`src/atlb_pkg.sv`:
```
// ----------------------------------------------------------------------------
// atlb_pkg
// Shared types and constants of the fully associative TLB.
// ----------------------------------------------------------------------------
package atlb_pkg;

  localparam int unsigned EntriesDef = 8;
  localparam int unsigned VpnW       = 20;
  localparam int unsigned PpnW       = 22;
  localparam int unsigned AccW       = 6;
  localparam int unsigned LvlW       = 10;

  typedef enum logic [1:0] {
    ACT_LOOKUP = 2'd0,
    ACT_FILL   = 2'd1,
    ACT_FLUSH  = 2'd2,
    ACT_NOP    = 2'd3
  } action_e;

  typedef struct packed {
    action_e           action;
    logic [VpnW-1:0]   virt_page;
    logic              super_in;
    logic [PpnW-1:0]   phys_page_in;
    logic              acc_in_a;
    logic              acc_in_d;
    logic              acc_in_r;
    logic              acc_in_w;
    logic              acc_in_x;
    logic              acc_in_u;
  } tlb_req_t;

  typedef struct packed {
    logic              hit;
    logic              miss;
    logic              super_out;
    logic [PpnW-1:0]   phys_page_out;
    logic              acc_out_a;
    logic              acc_out_d;
    logic              acc_out_r;
    logic              acc_out_w;
    logic              acc_out_x;
    logic              acc_out_u;
  } tlb_rsp_t;

  typedef struct packed {
    logic capture;
    logic exec;
    logic load;
  } tlb_cmd_t;

endpackage

```
`src/atlb_ram.sv`:
```
// ----------------------------------------------------------------------------
// atlb_ram
// Generic single write port RAM with registered, enabled read.
// ----------------------------------------------------------------------------
module atlb_ram #(
  parameter int unsigned Width = 8,
  parameter int unsigned Depth = 8
) (
  input  logic                     clk_i,
  input  logic                     we_i,
  input  logic [$clog2(Depth)-1:0] waddr_i,
  input  logic [Width-1:0]         wdata_i,
  input  logic                     re_i,
  input  logic [$clog2(Depth)-1:0] raddr_i,
  output logic [Width-1:0]         rdata_o
);

  logic [Width-1:0] mem_q [Depth];
  logic [Width-1:0] rdata_q;

  always_ff @(posedge clk_i) begin
    if (we_i) begin
      mem_q[waddr_i] <= wdata_i;
    end
    if (re_i) begin
      rdata_q <= mem_q[raddr_i];
    end
  end

  assign rdata_o = rdata_q;

endmodule

```
`src/atlb_ctrl.sv`:
```
// ----------------------------------------------------------------------------
// atlb_ctrl
// Sequencer: capture, execute, load result register, handshakes.
// ----------------------------------------------------------------------------
module atlb_ctrl
  import atlb_pkg::*;
(
  input  logic     clk_i,
  input  logic     rst_ni,
  input  logic     in_valid_i,
  output logic     in_ready_o,
  output logic     out_valid_o,
  input  logic     out_ready_i,
  output tlb_cmd_t cmd_o
);

  typedef enum logic [2:0] {
    S_IDLE = 3'b001,
    S_EXEC = 3'b010,
    S_LOAD = 3'b100
  } state_e;

  state_e state_q, state_d;
  logic   out_valid_q, out_valid_d;
  logic   slot_free;

  assign slot_free = !out_valid_q || out_ready_i;

  always_comb begin
    state_d       = state_q;
    cmd_o.capture = 1'b0;
    cmd_o.exec    = 1'b0;
    cmd_o.load    = 1'b0;
    unique case (state_q)
      S_IDLE: begin
        if (in_valid_i) begin
          cmd_o.capture = 1'b1;
          state_d       = S_EXEC;
        end
      end
      S_EXEC: begin
        cmd_o.exec = 1'b1;
        state_d    = S_LOAD;
      end
      S_LOAD: begin
        if (slot_free) begin
          cmd_o.load = 1'b1;
          state_d    = S_IDLE;
        end
      end
      default: state_d = S_IDLE;
    endcase
  end

  assign out_valid_d = cmd_o.load || (out_valid_q && !out_ready_i);

  always_ff @(posedge clk_i or negedge rst_ni) begin
    if (!rst_ni) begin
      state_q     <= S_IDLE;
      out_valid_q <= 1'b0;
    end else begin
      state_q     <= state_d;
      out_valid_q <= out_valid_d;
    end
  end

  assign in_ready_o  = (state_q == S_IDLE);
  assign out_valid_o = out_valid_q;

  // each transfer in leads to execute then load
  a_accept_exec: assert property (@(posedge clk_i) disable iff (!rst_ni)
    (in_valid_i && in_ready_o) |=> (state_q == S_EXEC))
    else $error("accepted item not executed");

  a_exec_load: assert property (@(posedge clk_i) disable iff (!rst_ni)
    (state_q == S_EXEC) |=> (state_q == S_LOAD))
    else $error("execute not followed by load");

  a_no_overwrite: assert property (@(posedge clk_i) disable iff (!rst_ni)
    cmd_o.load |-> (!out_valid_q || out_ready_i))
    else $error("result register overwritten");

endmodule

```
`src/atlb_dp.sv`:
```
// ----------------------------------------------------------------------------
// atlb_dp
// Tag array, match logic, pseudo-LRU tree, data RAM and result register.
// ----------------------------------------------------------------------------
module atlb_dp
  import atlb_pkg::*;
#(
  parameter int unsigned Entries = EntriesDef
) (
  input  logic     clk_i,
  input  logic     rst_ni,
  input  tlb_cmd_t cmd_i,
  input  tlb_req_t in_data_i,
  output tlb_rsp_t out_data_o
);

  localparam int unsigned IdxW  = $clog2(Entries);
  localparam int unsigned TreeW = (1 << IdxW) - 1;
  localparam int unsigned DataW = AccW + PpnW;
  localparam logic [IdxW:0] EntX = (IdxW+1)'(Entries);

  tlb_req_t             req_q;
  logic [Entries-1:0]   valid_q, valid_d;
  logic [VpnW-1:0]      vpn_q [Entries];
  logic [Entries-1:0]   super_q;
  logic [TreeW-1:0]     tree_q, tree_d;
  logic                 hit_q, miss_q, super_hit_q;
  tlb_rsp_t             out_q;

  logic                 found;
  logic [IdxW-1:0]      hit_idx;
  logic [IdxW-1:0]      victim;
  logic [IdxW-1:0]      vict_raw;
  logic [IdxW:0]        vict_ext;
  logic                 do_fill;
  logic [DataW-1:0]     wdata;
  logic [DataW-1:0]     rdata;

  function automatic logic [IdxW-1:0] tree_walk(input logic [TreeW-1:0] t);
    logic [IdxW:0]   node;
    logic [IdxW-1:0] idx;
    logic            b;
    node = '0;
    idx  = '0;
    for (int l = 0; l < IdxW; l++) begin
      b    = t[node[IdxW-1:0]];
      idx  = IdxW'({idx, b});
      node = {node[IdxW-1:0], 1'b1} + (IdxW+1)'(b);
    end
    return idx;
  endfunction

  function automatic logic [TreeW-1:0] tree_touch(input logic [TreeW-1:0] t,
                                                  input logic [IdxW-1:0] idx);
    logic [IdxW:0]    node;
    logic [TreeW-1:0] r;
    logic             b;
    node = '0;
    r    = t;
    for (int l = 0; l < IdxW; l++) begin
      b                  = idx[IdxW-1-l];
      r[node[IdxW-1:0]]  = !b;
      node               = {node[IdxW-1:0], 1'b1} + (IdxW+1)'(b);
    end
    return r;
  endfunction

  // match, highest index wins
  always_comb begin
    found   = 1'b0;
    hit_idx = '0;
    for (int i = 0; i < Entries; i++) begin
      if (valid_q[i] &&
          vpn_q[i][VpnW-1:LvlW] == req_q.virt_page[VpnW-1:LvlW] &&
          (super_q[i] || vpn_q[i][LvlW-1:0] == req_q.virt_page[LvlW-1:0])) begin
        found   = 1'b1;
        hit_idx = IdxW'(i);
      end
    end
  end

  assign vict_raw = tree_walk(tree_q);
  assign vict_ext = {1'b0, vict_raw};
  assign victim   = (vict_ext >= EntX) ? IdxW'(vict_ext - EntX) : vict_raw;
  assign do_fill  = cmd_i.exec && (req_q.action == ACT_FILL);

  always_comb begin
    tree_d  = tree_q;
    valid_d = valid_q;
    if (cmd_i.exec) begin
      unique case (req_q.action)
        ACT_LOOKUP: begin
          if (found && (&valid_q)) begin
            tree_d = tree_touch(tree_q, hit_idx);
          end
        end
        ACT_FILL: begin
          tree_d          = tree_touch(tree_q, victim);
          valid_d[victim] = 1'b1;
        end
        ACT_FLUSH: begin
          tree_d  = '0;
          valid_d = '0;
        end
        default: begin
          tree_d  = tree_q;
          valid_d = valid_q;
        end
      endcase
    end
  end

  always_ff @(posedge clk_i or negedge rst_ni) begin
    if (!rst_ni) begin
      valid_q <= '0;
      tree_q  <= '0;
    end else begin
      valid_q <= valid_d;
      tree_q  <= tree_d;
    end
  end

  always_ff @(posedge clk_i) begin
    if (cmd_i.capture) begin
      req_q <= in_data_i;
    end
    if (do_fill) begin
      vpn_q[victim]   <= req_q.virt_page;
      super_q[victim] <= req_q.super_in;
    end
    if (cmd_i.exec) begin
      hit_q       <= (req_q.action == ACT_LOOKUP) && found;
      miss_q      <= (req_q.action == ACT_LOOKUP) && !found;
      super_hit_q <= super_q[hit_idx];
    end
  end

  assign wdata = {req_q.acc_in_u, req_q.acc_in_x, req_q.acc_in_w,
                  req_q.acc_in_r, req_q.acc_in_d, req_q.acc_in_a,
                  req_q.phys_page_in};

  atlb_ram #(
    .Width (DataW),
    .Depth (Entries)
  ) u_data_ram (
    .clk_i   (clk_i),
    .we_i    (do_fill),
    .waddr_i (victim),
    .wdata_i (wdata),
    .re_i    (cmd_i.exec),
    .raddr_i (hit_idx),
    .rdata_o (rdata)
  );

  always_ff @(posedge clk_i) begin
    if (cmd_i.load) begin
      out_q.hit           <= hit_q;
      out_q.miss          <= miss_q;
      out_q.super_out     <= hit_q && super_hit_q;
      out_q.phys_page_out <= hit_q ? rdata[PpnW-1:0] : '0;
      out_q.acc_out_a     <= hit_q && rdata[PpnW];
      out_q.acc_out_d     <= hit_q && rdata[PpnW+1];
      out_q.acc_out_r     <= hit_q && rdata[PpnW+2];
      out_q.acc_out_w     <= hit_q && rdata[PpnW+3];
      out_q.acc_out_x     <= hit_q && rdata[PpnW+4];
      out_q.acc_out_u     <= hit_q && rdata[PpnW+5];
    end
  end

  assign out_data_o = out_q;

  a_flush_clears: assert property (@(posedge clk_i) disable iff (!rst_ni)
    (cmd_i.exec && req_q.action == ACT_FLUSH) |=> (valid_q == '0 && tree_q == '0))
    else $error("flush left state behind");

  a_hit_miss_excl: assert property (@(posedge clk_i) disable iff (!rst_ni)
    cmd_i.load |-> !(hit_q && miss_q))
    else $error("hit and miss together");

  a_fill_sets_valid: assert property (@(posedge clk_i) disable iff (!rst_ni)
    do_fill |=> (valid_q != '0))
    else $error("fill left no valid entry");

endmodule

```
`src/assoc_tlb_tree_plru.sv`:
```
// ----------------------------------------------------------------------------
// assoc_tlb_tree_plru
// Fully associative Sv32-style TLB with tree pseudo-LRU replacement.
// ----------------------------------------------------------------------------
// Each item (lookup, fill, flush or no-op) passes through capture, execute and
// load in order: it is captured at the input transfer, then all tags are
// matched in parallel, the tree, valid bits and tags are updated and the
// translation data RAM is read, and then the read data moves into the result
// register, from which the result is offered. A new item is taken in the cycle
// after the result register is loaded, so the block does not take a new item
// before it is through with the last one; a result that waits on the output
// holds the next item in the load step.
module assoc_tlb_tree_plru
  import atlb_pkg::*;
#(
  parameter int unsigned Entries = EntriesDef
) (
  input  logic     clk_i,
  input  logic     rst_ni,
  input  logic     in_valid_i,
  output logic     in_ready_o,
  input  tlb_req_t in_data_i,
  output logic     out_valid_o,
  input  logic     out_ready_i,
  output tlb_rsp_t out_data_o
);

  tlb_cmd_t cmd;

  atlb_ctrl u_ctrl (
    .clk_i       (clk_i),
    .rst_ni      (rst_ni),
    .in_valid_i  (in_valid_i),
    .in_ready_o  (in_ready_o),
    .out_valid_o (out_valid_o),
    .out_ready_i (out_ready_i),
    .cmd_o       (cmd)
  );

  atlb_dp #(
    .Entries (Entries)
  ) u_dp (
    .clk_i      (clk_i),
    .rst_ni     (rst_ni),
    .cmd_i      (cmd),
    .in_data_i  (in_data_i),
    .out_data_o (out_data_o)
  );

endmodule

```
`config.mk`:
```
export PLATFORM = sky130hd
export DESIGN_NAME = assoc_tlb_tree_plru
export DESIGN_NICKNAME = d
export VERILOG_FILES = /design/src/atlb_pkg.sv /design/src/atlb_ram.sv /design/src/atlb_ctrl.sv /design/src/atlb_dp.sv /design/src/assoc_tlb_tree_plru.sv
export SDC_FILE = /design/constraint.sdc
export NUM_CORES = 1
export LEC_CHECK = 0
export ABC_CLOCK_PERIOD_IN_PS = 13330
export BUFFER_PORTS_ARGS = -buffer_cell sky130_fd_sc_hd__buf_4
export CAP_MARGIN = 5
export CORE_MARGIN = 10
export CORE_UTILIZATION = 60
export CTS_BUF_LIST = sky130_fd_sc_hd__clkbuf_4 sky130_fd_sc_hd__clkbuf_8 sky130_fd_sc_hd__clkbuf_16
export DETAILED_ROUTE_END_ITERATION = 8
export PLACE_DENSITY = 0.77
export SETUP_SLACK_MARGIN = 0.4
export SYNTH_ARGS = -nofsm -noshare
export SYNTH_HDL_FRONTEND = slang
export SYNTH_SLANG_ARGS = --single-unit
```
`constraint.sdc`:
```
create_clock -name clk_i -period 13.33 [get_ports clk_i]
set_input_delay 1.9995 -clock clk_i [delete_from_list [all_inputs] [get_ports clk_i]]
set_output_delay 1.9995 -clock clk_i [all_outputs]
set_load 0.02 [all_outputs]
```
==> impl_metrics.py, run 1 <==
metrics = {
    "hold_path": {
        "hold_class": "flop to flop",
    },
    "yosys": {
        "muxShareOfSynthArea": 0.02970,
        "yosys.area_share.adder": 0.005444,
        "synth_area_um2": 20690,
        "yosys.area.top_type": "edfxtp_1",
        "syn-num-nets": 1333,
        "avgSynthCellArea_um2": 16.30,
        "yosysTopAreaCellShare": 0.7331,
        "syn_inst": 1269,
        "yosys_warnings": 0,
        "synth_xor_area_frac": 0.06774,
        "ys_ff_latch": 524,
        "synth_compound_area_frac": 0.05801,
        "synth_top_family_by_area": "simple AND/OR/NAND/NOR gates",
        "synth-simple-area-share": 0.06780,
        "synth_edf_count": 505,
        "yosysSeqAreaShare": 0.7561,
        "synthFlopType": "edfxtp_1",
        "synth.distinct_cells": 55,
        "synthTopCellsByArea": "edfxtp_1 (73%), xnor2_1 (3.9%), xor2_1 (2.9%)",
        "synth_async_sr_flop_share": 0.03626,
    },
    "route": {
        "drt_iter0_markers": 1368,
        "first_pass_iters": 5,
        "finalWirelength_um": 43750,
        "ant_nets": 0,
        "drc": 0,
        "wire_per_inst_um": 23.57,
        "drt-vias-per-instance": 6.057,
        "num_vias": 11242,
    },
    "timing": {
        "setup_violations": 0,
        "min_period_ns": 4.862,
        "hold_ws_ns": 0.4204,
        "fmax_ghz": 0.2057,
        "tightest_slew_ns": 1.261,
        "rsz0062_at_grt": "false",
        "finalHoldViolations": 0,
        "final.setup.tns_ns": 0,
        "skew_ns": 0.02087,
        "post-route-period-util": 0.3647,
        "maxSlewHeadroom": 0.1554,
        "report.final.slew_viol_count": 0,
    },
    "worst_setup_path": {
        "setup.worst_path.end_class": "flop",
        "slowest_delay_ns": 0.70,
        "crit_path_start_kind": "flop",
        "cp_data_required_time_ns": 13.76,
        "cpLargestDelayFamily": "simple AND/OR/NAND/NOR gates",
        "cp.arrival_ns": 5.29,
        "cp_slowest_cell": "nor4_1",
        "worst-path-buf-inv": 1,
        "crit_chain": "xor2_1 -> nor4_1 -> a41oi_1 -> nor4_1 -> nor2_1 -> o21ai_2 -> inv_2 -> ha_1 -> nand2_1 -> nand2_1 -> a21oi_1 -> o32a_1 -> o21ai_0",
        "critPathKind": "flop to flop",
        "crit_fanout": 54,
    },
    "cts": {
        "ctsHoldBuffers": 0,
        "clock-sinks": 524,
        "root_buffer": "clkbuf_16",
        "htreeDepth": 2,
        "clockBufferDepth": 3,
        "cts_resized": 0,
        "cts_tree": "yes",
        "clock_latency_ns": 0.59,
        "cts_buffers": 51,
        "clk_pin_slew_worst_paths_ns": 0.06,
        "post_cts_buffers": 0,
    },
    "final_layout": {
        "nets": 1430,
        "n_antenna_cell": 0,
        "final_cell_mix": "edfxtp_1 (505), buf_4 (106), xnor2_1 (92), xor2_1 (68), nand2_1 (60)",
        "layout-drive-gt1-share": 0.1577,
        "nFillCells": 2151,
        "area_growth_pct": 13.77,
        "final_common_cell": "edfxtp_1",
    },
    "global_route": {
        "grt_overflow": 0,
        "track_usage": 0.2105,
        "grt_pass1_wl_um": 67440,
        "antenna_found_initial": 0,
        "grt_max_degree": 65,
        "grt_pass1_vias": 11565,
    },
    "die": {
        "core_um2": 33780,
        "io_pins": 88,
        "start_util": 0.6123,
        "fp.dieH_um": 205.7,
        "die_x_um": 205.7,
        "rows": 67,
        "die_area_um2": 42300,
    },
    "power_and_ir_drop": {
        "p_comb_frac": 0.074,
        "power.density_nw_per_um2": 162.0,
        "cellInternalPower_mw": 2.905,
        "p_sw_mw": 0.9060,
        "p_leak_nw": 7.808,
        "seq_power_share": 0.554,
        "p_sw_frac": 0.2377,
        "pwr-share-clk": 0.372,
        "ir_drop_mv": 0.1596,
    },
    "placement": {
        "dp_hpwl_um": 25530,
        "place.gp.congestion": 0.8862,
        "portBuffers": 87,
    },
    "job": {
        "maxCapViolCount": 0,
    },
    "outcome": {
        "status": "finished clean",
    },
}
==> layout make-up <==
| class | instances | area (µm²) | area share |
|---|---|---|---|
| Timing Repair Buffer | 106 | 795.8 | 0.03381 |
| Inverter | 8 | 30.03 | 0.001276 |
| Clock inverter | 30 | 262.8 | 0.01116 |
| Multi-Input combinational cell | 675 | 4838 | 0.2056 |
| Sequential cell | 524 | 15640 | 0.6646 |
| Tap cell | 448 | 560.5 | 0.02382 |
| Clock buffer | 65 | 1405 | 0.05971 |
==> state kept, by name, summed over array words and instances, names as in the netlist <==
| signal | flops |
|---|---|
| u_ctrl.out_valid_o | 1 |
| u_ctrl.state_q | 3 |
| u_dp.hit_q | 1 |
| u_dp.miss_q | 1 |
| u_dp.out_data_o | 31 |
| u_dp.req_q | 51 |
| u_dp.super_hit_q | 1 |
| u_dp.super_q | 8 |
| u_dp.tree_q | 7 |
| u_dp.u_data_ram.mem_q | 224 |
| u_dp.u_data_ram.rdata_o | 28 |
| u_dp.valid_q | 8 |
| u_dp.vpn_q | 160 |
==> stage by stage <==
step | std cells | utilization | power [mW] | cell area [µm²] | worst slack [ns]
2_1_floorplan | 1269 | - | 2.288 | 20690 | 6.957
3_3_place_gp | 1761 | 0.6472 | 2.418 | 21870 | 8.629
3_5_place_dp | 1761 | 0.6472 | 2.429 | 21870 | 8.452
4_1_cts | 1856 | 0.6966 | 3.836 | 23530 | 8.468
5_1_grt | 1856 | 0.6966 | 3.941 | 23530 | 8.062
6_report | 1856 | 0.6966 | 3.811 | 23530 | 8.468
==> cells in the mapped netlist (all sizes together) (7+ instances only) <==
cell type	number
or3	7
ha	9
buf	19
a31oi	19
a221oi	35
nor2	64
nand3	26
nand4	26
dfrtp	18
and2	35
clkbuf	43
nand2	60
xnor2	92
edfxtp	505
a41oi	9
a21oi	51
inv	7
o21a	11
a21o	9
nor3	9
o21ai	17
nor4	25
xor2	68
mux2	51
==> final timing paths <==
check                          startpoint                  end  slack [ns]  depth (start not counted)
setup reg to reg           u_dp.req_q[32]       u_dp.tree_q[1]        8.47                         13
setup / recovery           u_dp.req_q[32]       u_dp.tree_q[1]        8.47                         13
hold / removal                u_dp.miss_q  u_dp.out_data_o[29]        0.42                          0
max in group asynchronous          rst_ni    u_ctrl.state_q[0]       11.74                          1
min in group asynchronous          rst_ni    u_ctrl.state_q[1]        1.30                          1
hold reg to reg               u_dp.miss_q  u_dp.out_data_o[29]        0.42                          0
==> power groups by stage <==
| stage | clock [mW] | combinational [mW] | sequential [mW] |
|---|---|---|---|
| after detailed placement | 0 | 0.284 | 2.15 |
| after global placement | 0 | 0.281 | 2.14 |
| after CTS | 1.44 | 0.286 | 2.11 |
| final | 1.42 | 0.284 | 2.11 |
| after floorplan | 0 | 0.225 | 2.06 |
| after global routing | 1.50 | 0.311 | 2.13 |
==> logic make-up (layout without fill, tap and decap cells) <==
logic type,count (synthesis),in the layout
buffers and inverters,70,209
adders and majority gates,9,9
DFF,524,524
muxes,55,55
AOI/OAI and AO/OA,175,175
xor gates and xnor gates,160,160
and+or+nand+nor,276,276
==> layer usage <==
metal	global-route usage	vias to the layer above	share of wire
met5	0	-	0
met4	0.09268	0	0.034
met3	0.03979	99	0.073
met2	0.3258	480	0.47
met1	0.2876	5614	0.42
li1	-	5049	-
Note: power is estimated with default switching activity, not from simulation.
==> run 2, diff against run 1 <==
Settings changed: ABC_AREA set to 1, ABC_CLOCK_PERIOD_IN_PS 13330 to 4490.
Clock period 13.33 ns to 4.49 ns, I/O delays scaled along.
==> impl_metrics.py, run 2 <==
metrics = {
    "timing": {
        "min_period_ns": 3.625,
        "maxSlewHeadroom": 0.2696,
        "setup_violations": 0,
        "post-route-period-util": 0.8074,
        "tightest_slew_ns": 1.093,
        "setup_slack_ns": 0.8648,
        "rsz0062_at_grt": "false",
        "skew_ns": 0.02495,
        "finalHoldViolations": 0,
        "fmax_ghz": 0.2758,
        "report.final.slew_viol_count": 0,
        "final.setup.tns_ns": 0,
    },
    "worst_setup_path": {
        "crit_fanout": 37,
        "crit_chain": "inv_2 -> nand2_1 -> o211ai_1 -> nor3_1 -> nand2_1 -> nor2_1 -> nand2_1 -> nand2_1 -> inv_1 -> nand2_1 -> nand2_4 -> inv_2 -> buf_4 -> nand3_1 -> nand2_1 -> nand2_1 -> nand2_1",
        "cpLargestDelayFamily": "simple AND/OR/NAND/NOR gates",
        "crit_path_start_kind": "flop",
        "slowest_delay_ns": 0.77,
        "crit_top_cell": "nand2_1",
        "critPathKind": "flop to flop",
        "setup.worst_path.end_class": "flop",
        "cp.arrival_ns": 4.07,
        "cp_data_required_time_ns": 4.93,
        "cp.depth": 17,
        "rr_worst_depth": 17,
        "worst-path-buf-inv": 4,
        "cp_slowest_cell": "edfxtp_1",
    },
    "global_route": {
        "grt_pass1_wl_um": 75560,
        "track_usage": 0.2149,
        "grt_max_degree": 61,
        "grt_overflow": 0,
        "grt_pass1_vias": 14139,
        "antenna_found_initial": 0,
    },
    "power_and_ir_drop": {
        "p_leak_nw": 10.45,
        "power.density_nw_per_um2": 507.6,
        "power_mw": 12.81,
        "ir_drop_mv": 0.4471,
    },
    "yosys": {
        "synth_edf_count": 505,
        "synthTopCellsByArea": "edfxtp_1 (68%), nand2_1 (7.8%), nand3_1 (5.9%)",
        "yosys.area.top_type": "edfxtp_1",
        "synth_area_um2": 22370,
        "syn-num-nets": 2044,
        "yosysSeqAreaShare": 0.6992,
        "avgSynthCellArea_um2": 11.30,
        "syn_inst": 1980,
        "yosysTopAreaCellShare": 0.6779,
        "synth_async_sr_flop_share": 0.03626,
        "synth.distinct_cells": 37,
        "ys_ff_latch": 524,
        "yosys_warnings": 0,
        "synth.most_common_cell": "edfxtp_1",
        "ys_top_cells_by_count": "edfxtp_1 (505), nand2_1 (467), inv_1 (329)",
        "synthFlopType": "edfxtp_1",
    },
    "route": {
        "drt_iter0_markers": 1564,
        "finalWirelength_um": 48130,
        "drt-vias-per-instance": 5.478,
        "wire_per_inst_um": 18.69,
        "drc": 0,
        "first_pass_iters": 5,
        "ant_nets": 0,
        "num_vias": 14105,
    },
    "final_layout": {
        "top_regs": "u_dp.u_data_ram.mem_q (224), u_dp.vpn_q (160), u_dp.req_q (51)",
        "final_cell_mix": "edfxtp_1 (505), nand2_1 (467), inv_1 (329), nand3_1 (265), buf_4 (113)",
        "layout-drive-gt1-share": 0.1187,
        "stdcell_count": 2575,
        "nFillCells": 2497,
        "top_register": "u_dp.u_data_ram.mem_q",
        "final_common_cell": "edfxtp_1",
        "postLayoutCoreUtil": 0.6879,
        "nets": 2134,
        "area_growth_pct": 12.85,
        "n_antenna_cell": 0,
        "largest_reg_flops": 224,
    },
    "die": {
        "die_x_um": 213.1,
        "die_area_um2": 45410,
        "io_pins": 88,
        "core_um2": 36700,
        "fp.dieH_um": 213.1,
        "rows": 70,
        "start_util": 0.6095,
    },
    "placement": {
        "dp_hpwl_um": 27400,
        "place.gp.congestion": 0.9062,
        "placed_cells": 2483,
        "portBuffers": 87,
        "place_ws_ns": 0.9932,
    },
    "cts": {
        "htreeDepth": 2,
        "post_cts_buffers": 0,
        "ctsHoldBuffers": 1,
        "cts_resized": 0,
        "cts_tree": "yes",
        "clk_pin_slew_worst_paths_ns": 0.06,
        "root_buffer": "clkbuf_16",
        "clock_latency_ns": 0.59,
        "clockBufferDepth": 3,
        "clock-sinks": 524,
        "cts_buffers": 52,
    },
    "job": {
        "maxCapViolCount": 0,
    },
    "hold_path": {
        "hold_depth": 1,
        "hold_class": "primary input to flop",
    },
    "outcome": {
        "status": "finished clean",
    },
}
[run 2: cell count changes after synthesis, moves of 15 or more]
cell	before	now
a221oi_1	34	0
xnor2_1	92	55
and2_1	35	0
nand4_1	26	11
nor4_1	24	2
nand3_1	26	265
a31oi_1	19	0
mux2_1	38	0
xor2_1	68	25
inv_1	6	329
clkbuf_1	43	23
nand2_1	60	467
a21oi_1	51	25
buf_2	11	31
[run 2: kinds of logic after synthesis]
kind of cell / share of synthesized area
XOR/XNOR: 0.03132
AND/OR/NAND/NOR: 0.1671
flip-flops: 0.6992
buffers and inverters: 0.07859
adder cells (fa/ha/maj): 0.005034
AO/OA/AOI/OAI: 0.01868
[run 2: cell type report]
| cell class | count | area [µm²] | share of cell area |
|---|---|---|---|
| Sequential cell | 524 | 15640 | 0.6196 |
| Multi-Input combinational cell | 1032 | 5101 | 0.2021 |
| Clock buffer | 70 | 1479 | 0.05859 |
| Inverter | 343 | 1287 | 0.05100 |
| Timing Repair Buffer | 117 | 918.4 | 0.03638 |
| Tap cell | 468 | 585.6 | 0.02320 |
| Clock inverter | 21 | 230.2 | 0.009120 |
[run 2: report_power, final]
part | switching (mW) | internal (mW)
combinational | 1.12 | 0.550
sequential | 0.575 | 6.23
clock | 1.75 | 2.58
total | 3.44 | 9.37
[run 2: path summary, 6_finish.rpt]
check / endpoint / slack [ns] / start
worst max register to register: u_dp.u_data_ram.rdata_o[2] / 0.86 / u_dp.req_q[41]
worst max-delay path: u_dp.u_data_ram.rdata_o[2] / 0.86 / u_dp.req_q[41]
worst min register to register: u_dp.out_data_o[29] / 0.45 / u_dp.miss_q
max in group asynchronous: u_ctrl.state_q[0] / 3.71 / rst_ni
worst min-delay path: u_dp.req_q[41] / 0.26 / in_data_i[41]
min in group asynchronous: u_dp.valid_q[3] / 0.50 / rst_ni
[run 2: stage by stage]
| stage | area (µm²) | hold WS [ns] |
|---|---|---|
| 5_1_grt | 25240 | 0.2489 |
| 4_1_cts | 25240 | 0.2353 |
| 2_1_floorplan | 22430 | 0.3779 |
| 3_5_place_dp | 23520 | 0.4382 |
| 6_report | 25240 | 0.2563 |
| 3_3_place_gp | 23520 | 0.4067 |
[run 2: layer usage]
layer	track usage	vias to the layer above	share of wire
li1	-	6686	-
met1	0.2806	6773	0.41
met2	0.3581	562	0.49
met3	0.03226	84	0.077
met4	0.08247	0	0.024
met5	0	-	0
==> run 3, diff against run 2 <==
Settings changed: ABC_AREA 1 to 0, ABC_CLOCK_PERIOD_IN_PS 4490 to 2900, CORE_UTILIZATION 60 to 55, PLACE_DENSITY 0.77 to 0.74.
Clock period 4.49 ns to 2.9 ns, I/O delays scaled along.
==> impl_metrics.py, run 3 (synthesis results as in run 1) <==
metrics = {
    "outcome": {
        "status": "complete, but fails checks",
        "violations": "negative setup slack",
    },
    "timing": {
        "setup_slack_ns": -0.4699,
        "maxSlewHeadroom": 0.2878,
        "hold_ws_ns": 0.02554,
        "fmax_ghz": 0.2967,
        "min_period_ns": 3.370,
        "post-route-period-util": 1.162,
        "setup_violations": 38,
        "skew_ns": 0.01743,
        "tightest_slew_ns": 1.068,
        "rsz0062_at_grt": "true",
        "report.final.slew_viol_count": 0,
        "finalHoldViolations": 0,
    },
    "worst_setup_path": {
        "cp.arrival_ns": 3.69,
        "setup.worst_path.end_class": "flop",
        "worst-path-buf-inv": 2,
        "crit_fanout": 14,
        "r2r_start": "u_dp.req_q[35]",
        "crit_path_start_kind": "flop",
        "cpLargestDelayFamily": "compound AO/OA/AOI/OAI gates",
        "r2r-end": "u_dp.u_data_ram.rdata_o[17]",
        "slowest_delay_ns": 0.49,
        "cp_slowest_cell": "or4_4",
        "cp-startpoint": "u_dp.req_q[35]",
        "r2r_setup_slack_ns": -0.47,
        "rr_worst_depth": 11,
        "crit_chain": "xor2_2 -> nor4_4 -> a41oi_2 -> or4_4 -> o21a_1 -> a221oi_4 -> buf_12 -> buf_16 -> mux2_4 -> a221oi_2 -> a31oi_1",
        "cp_data_required_time_ns": 3.22,
        "critPathKind": "flop to flop",
    },
    "hold_path": {
        "hold_end": "u_dp.req_q[5]",
        "hold_depth": 1,
        "hold_class": "primary input to flop",
        "hold_start": "in_data_i[5]",
    },
    "route": {
        "wire_per_inst_um": 23.98,
        "drc": 0,
        "num_vias": 12136,
        "drt-vias-per-instance": 5.857,
        "first_pass_iters": 7,
        "drt_iter0_markers": 1254,
        "finalWirelength_um": 49690,
        "ant_nets": 0,
    },
    "final_layout": {
        "final_cell_mix": "edfxtp_1 (505), buf_4 (216), xnor2_1 (90), xor2_1 (61), clkbuf_16 (57)",
        "postLayoutCoreUtil": 0.7143,
        "top_register": "u_dp.u_data_ram.mem_q",
        "area_growth_pct": 27.32,
        "regArea_um2": 15640,
        "final_common_cell": "edfxtp_1",
        "multi_input_area_um2": 5892,
        "nFillCells": 2226,
        "n_antenna_cell": 0,
        "finalInstanceArea_um2": 26340,
        "top_regs": "u_dp.u_data_ram.mem_q (224), u_dp.vpn_q (160), u_dp.req_q (51)",
        "nets": 1590,
        "largest_reg_flops": 224,
        "layout-drive-gt1-share": 0.3380,
    },
    "placement": {
        "portBuffers": 87,
        "dpl-instance-area_um2": 23480,
        "dp_hpwl_um": 28190,
        "place.gp.congestion": 0.8983,
    },
    "cts": {
        "clk_pin_slew_worst_paths_ns": 0.07,
        "cts_tree": "yes",
        "root_buffer": "clkbuf_16",
        "cts_buffers": 51,
        "clock-sinks": 524,
        "clock_latency_ns": 0.58,
        "htreeDepth": 2,
        "clockBufferDepth": 3,
    },
    "global_route": {
        "antenna_found_initial": 0,
        "track_usage": 0.2064,
        "grt_max_degree": 53,
        "grt_overflow": 0,
        "grt_pass1_wl_um": 73670,
        "grt_pass1_vias": 12379,
    },
    "power_and_ir_drop": {
        "pwr-share-clk": 0.358,
        "p_leak_nw": 9.225,
        "ir_drop_mv": 0.5051,
        "p_comb_frac": 0.122,
        "cellInternalPower_mw": 13.67,
        "p_sw_mw": 4.532,
        "seq_power_share": 0.520,
        "power_mw": 18.20,
        "power.density_nw_per_um2": 691.2,
        "p_sw_frac": 0.2490,
    },
    "job": {
        "maxCapViolCount": 0,
    },
    "die": {
        "core_um2": 36870,
        "fp.dieH_um": 213.9,
        "die_area_um2": 45770,
        "start_util": 0.5610,
        "die_x_um": 213.9,
        "io_pins": 88,
        "rows": 70,
    },
}
## run 3: final cells by class
type	count	share of cell area
clock buffers	56	0.05121
clock inverters	39	0.01188
inverters	8	0.001710
multi-input cells	675	0.2237
flip-flops and latches	524	0.5939
well taps	504	0.02394
repair buffers	266	0.09368
## run 3: how the worst max path moves through the flow
stage	slack, ns	end	depth (start not counted)
6_report	-0.47	u_dp.u_data_ram.rdata_o[17]	11
5_1_grt	-0.59	u_dp.u_data_ram.rdata_o[5]	11
4_1_cts	-0.46	u_dp.u_data_ram.rdata_o[23]	11
3_5_place_dp	-0.57	u_dp.u_data_ram.rdata_o[7]	10
3_3_place_gp	-0.49	u_dp.u_data_ram.rdata_o[9]	10
2_1_floorplan	-0.32	u_dp.u_data_ram.rdata_o[2]	12
## run 3: repair_timing
item	CTS	global route
setup endpoints to repair	38	38
gates cloned	2	4
hold endpoints to repair	20	0
pin swaps	26	40
hold buffers	2	0
buffers inserted	23	12
resized for setup	61	74
## run 3: worst reg2reg max path, stage by stage (launching register included)
cell and delay, ns:
edfxtp_1 0.43, xor2_2 0.22, nor4_4 0.30, a41oi_2 0.18, or4_4 0.49, o21a_1 0.16
a221oi_4 0.29, buf_12 0.19, buf_16 0.19, mux2_4 0.33, a221oi_2 0.26, a31oi_1 0.07
## run 3: routing by layer
metal	GRT usage	wire length, µm	up-vias
met3	0.03523	3842	99
met2	0.3347	24020	569
met5	0	0	-
met4	0.06832	1325	0
met1	0.2787	20500	6087
li1	-	-	5381
## run 3: through the flow
step / worst slack, ns / instances / TNS, ns
3_5_place_dp: -0.5721 / 1934 / -17.61
5_1_grt: -0.5853 / 2072 / -18.39
3_3_place_gp: -0.4893 / 1934 / -14.88
6_report: -0.4699 / 2072 / -14.27
4_1_cts: -0.4623 / 2056 / -13.03
2_1_floorplan: -0.3243 / 1269 / -31.06
## run 3: power groups by stage
stage                     Clock (mW)  Combinational [mW]  Sequential (mW)
final                           6.52                2.23             9.46
after floorplan                    0                1.13             9.49
after CTS                       6.59                2.07             9.44
after detailed placement           0                1.92             9.60
after global routing            6.90                2.38             9.50
after global placement             0                1.87             9.58
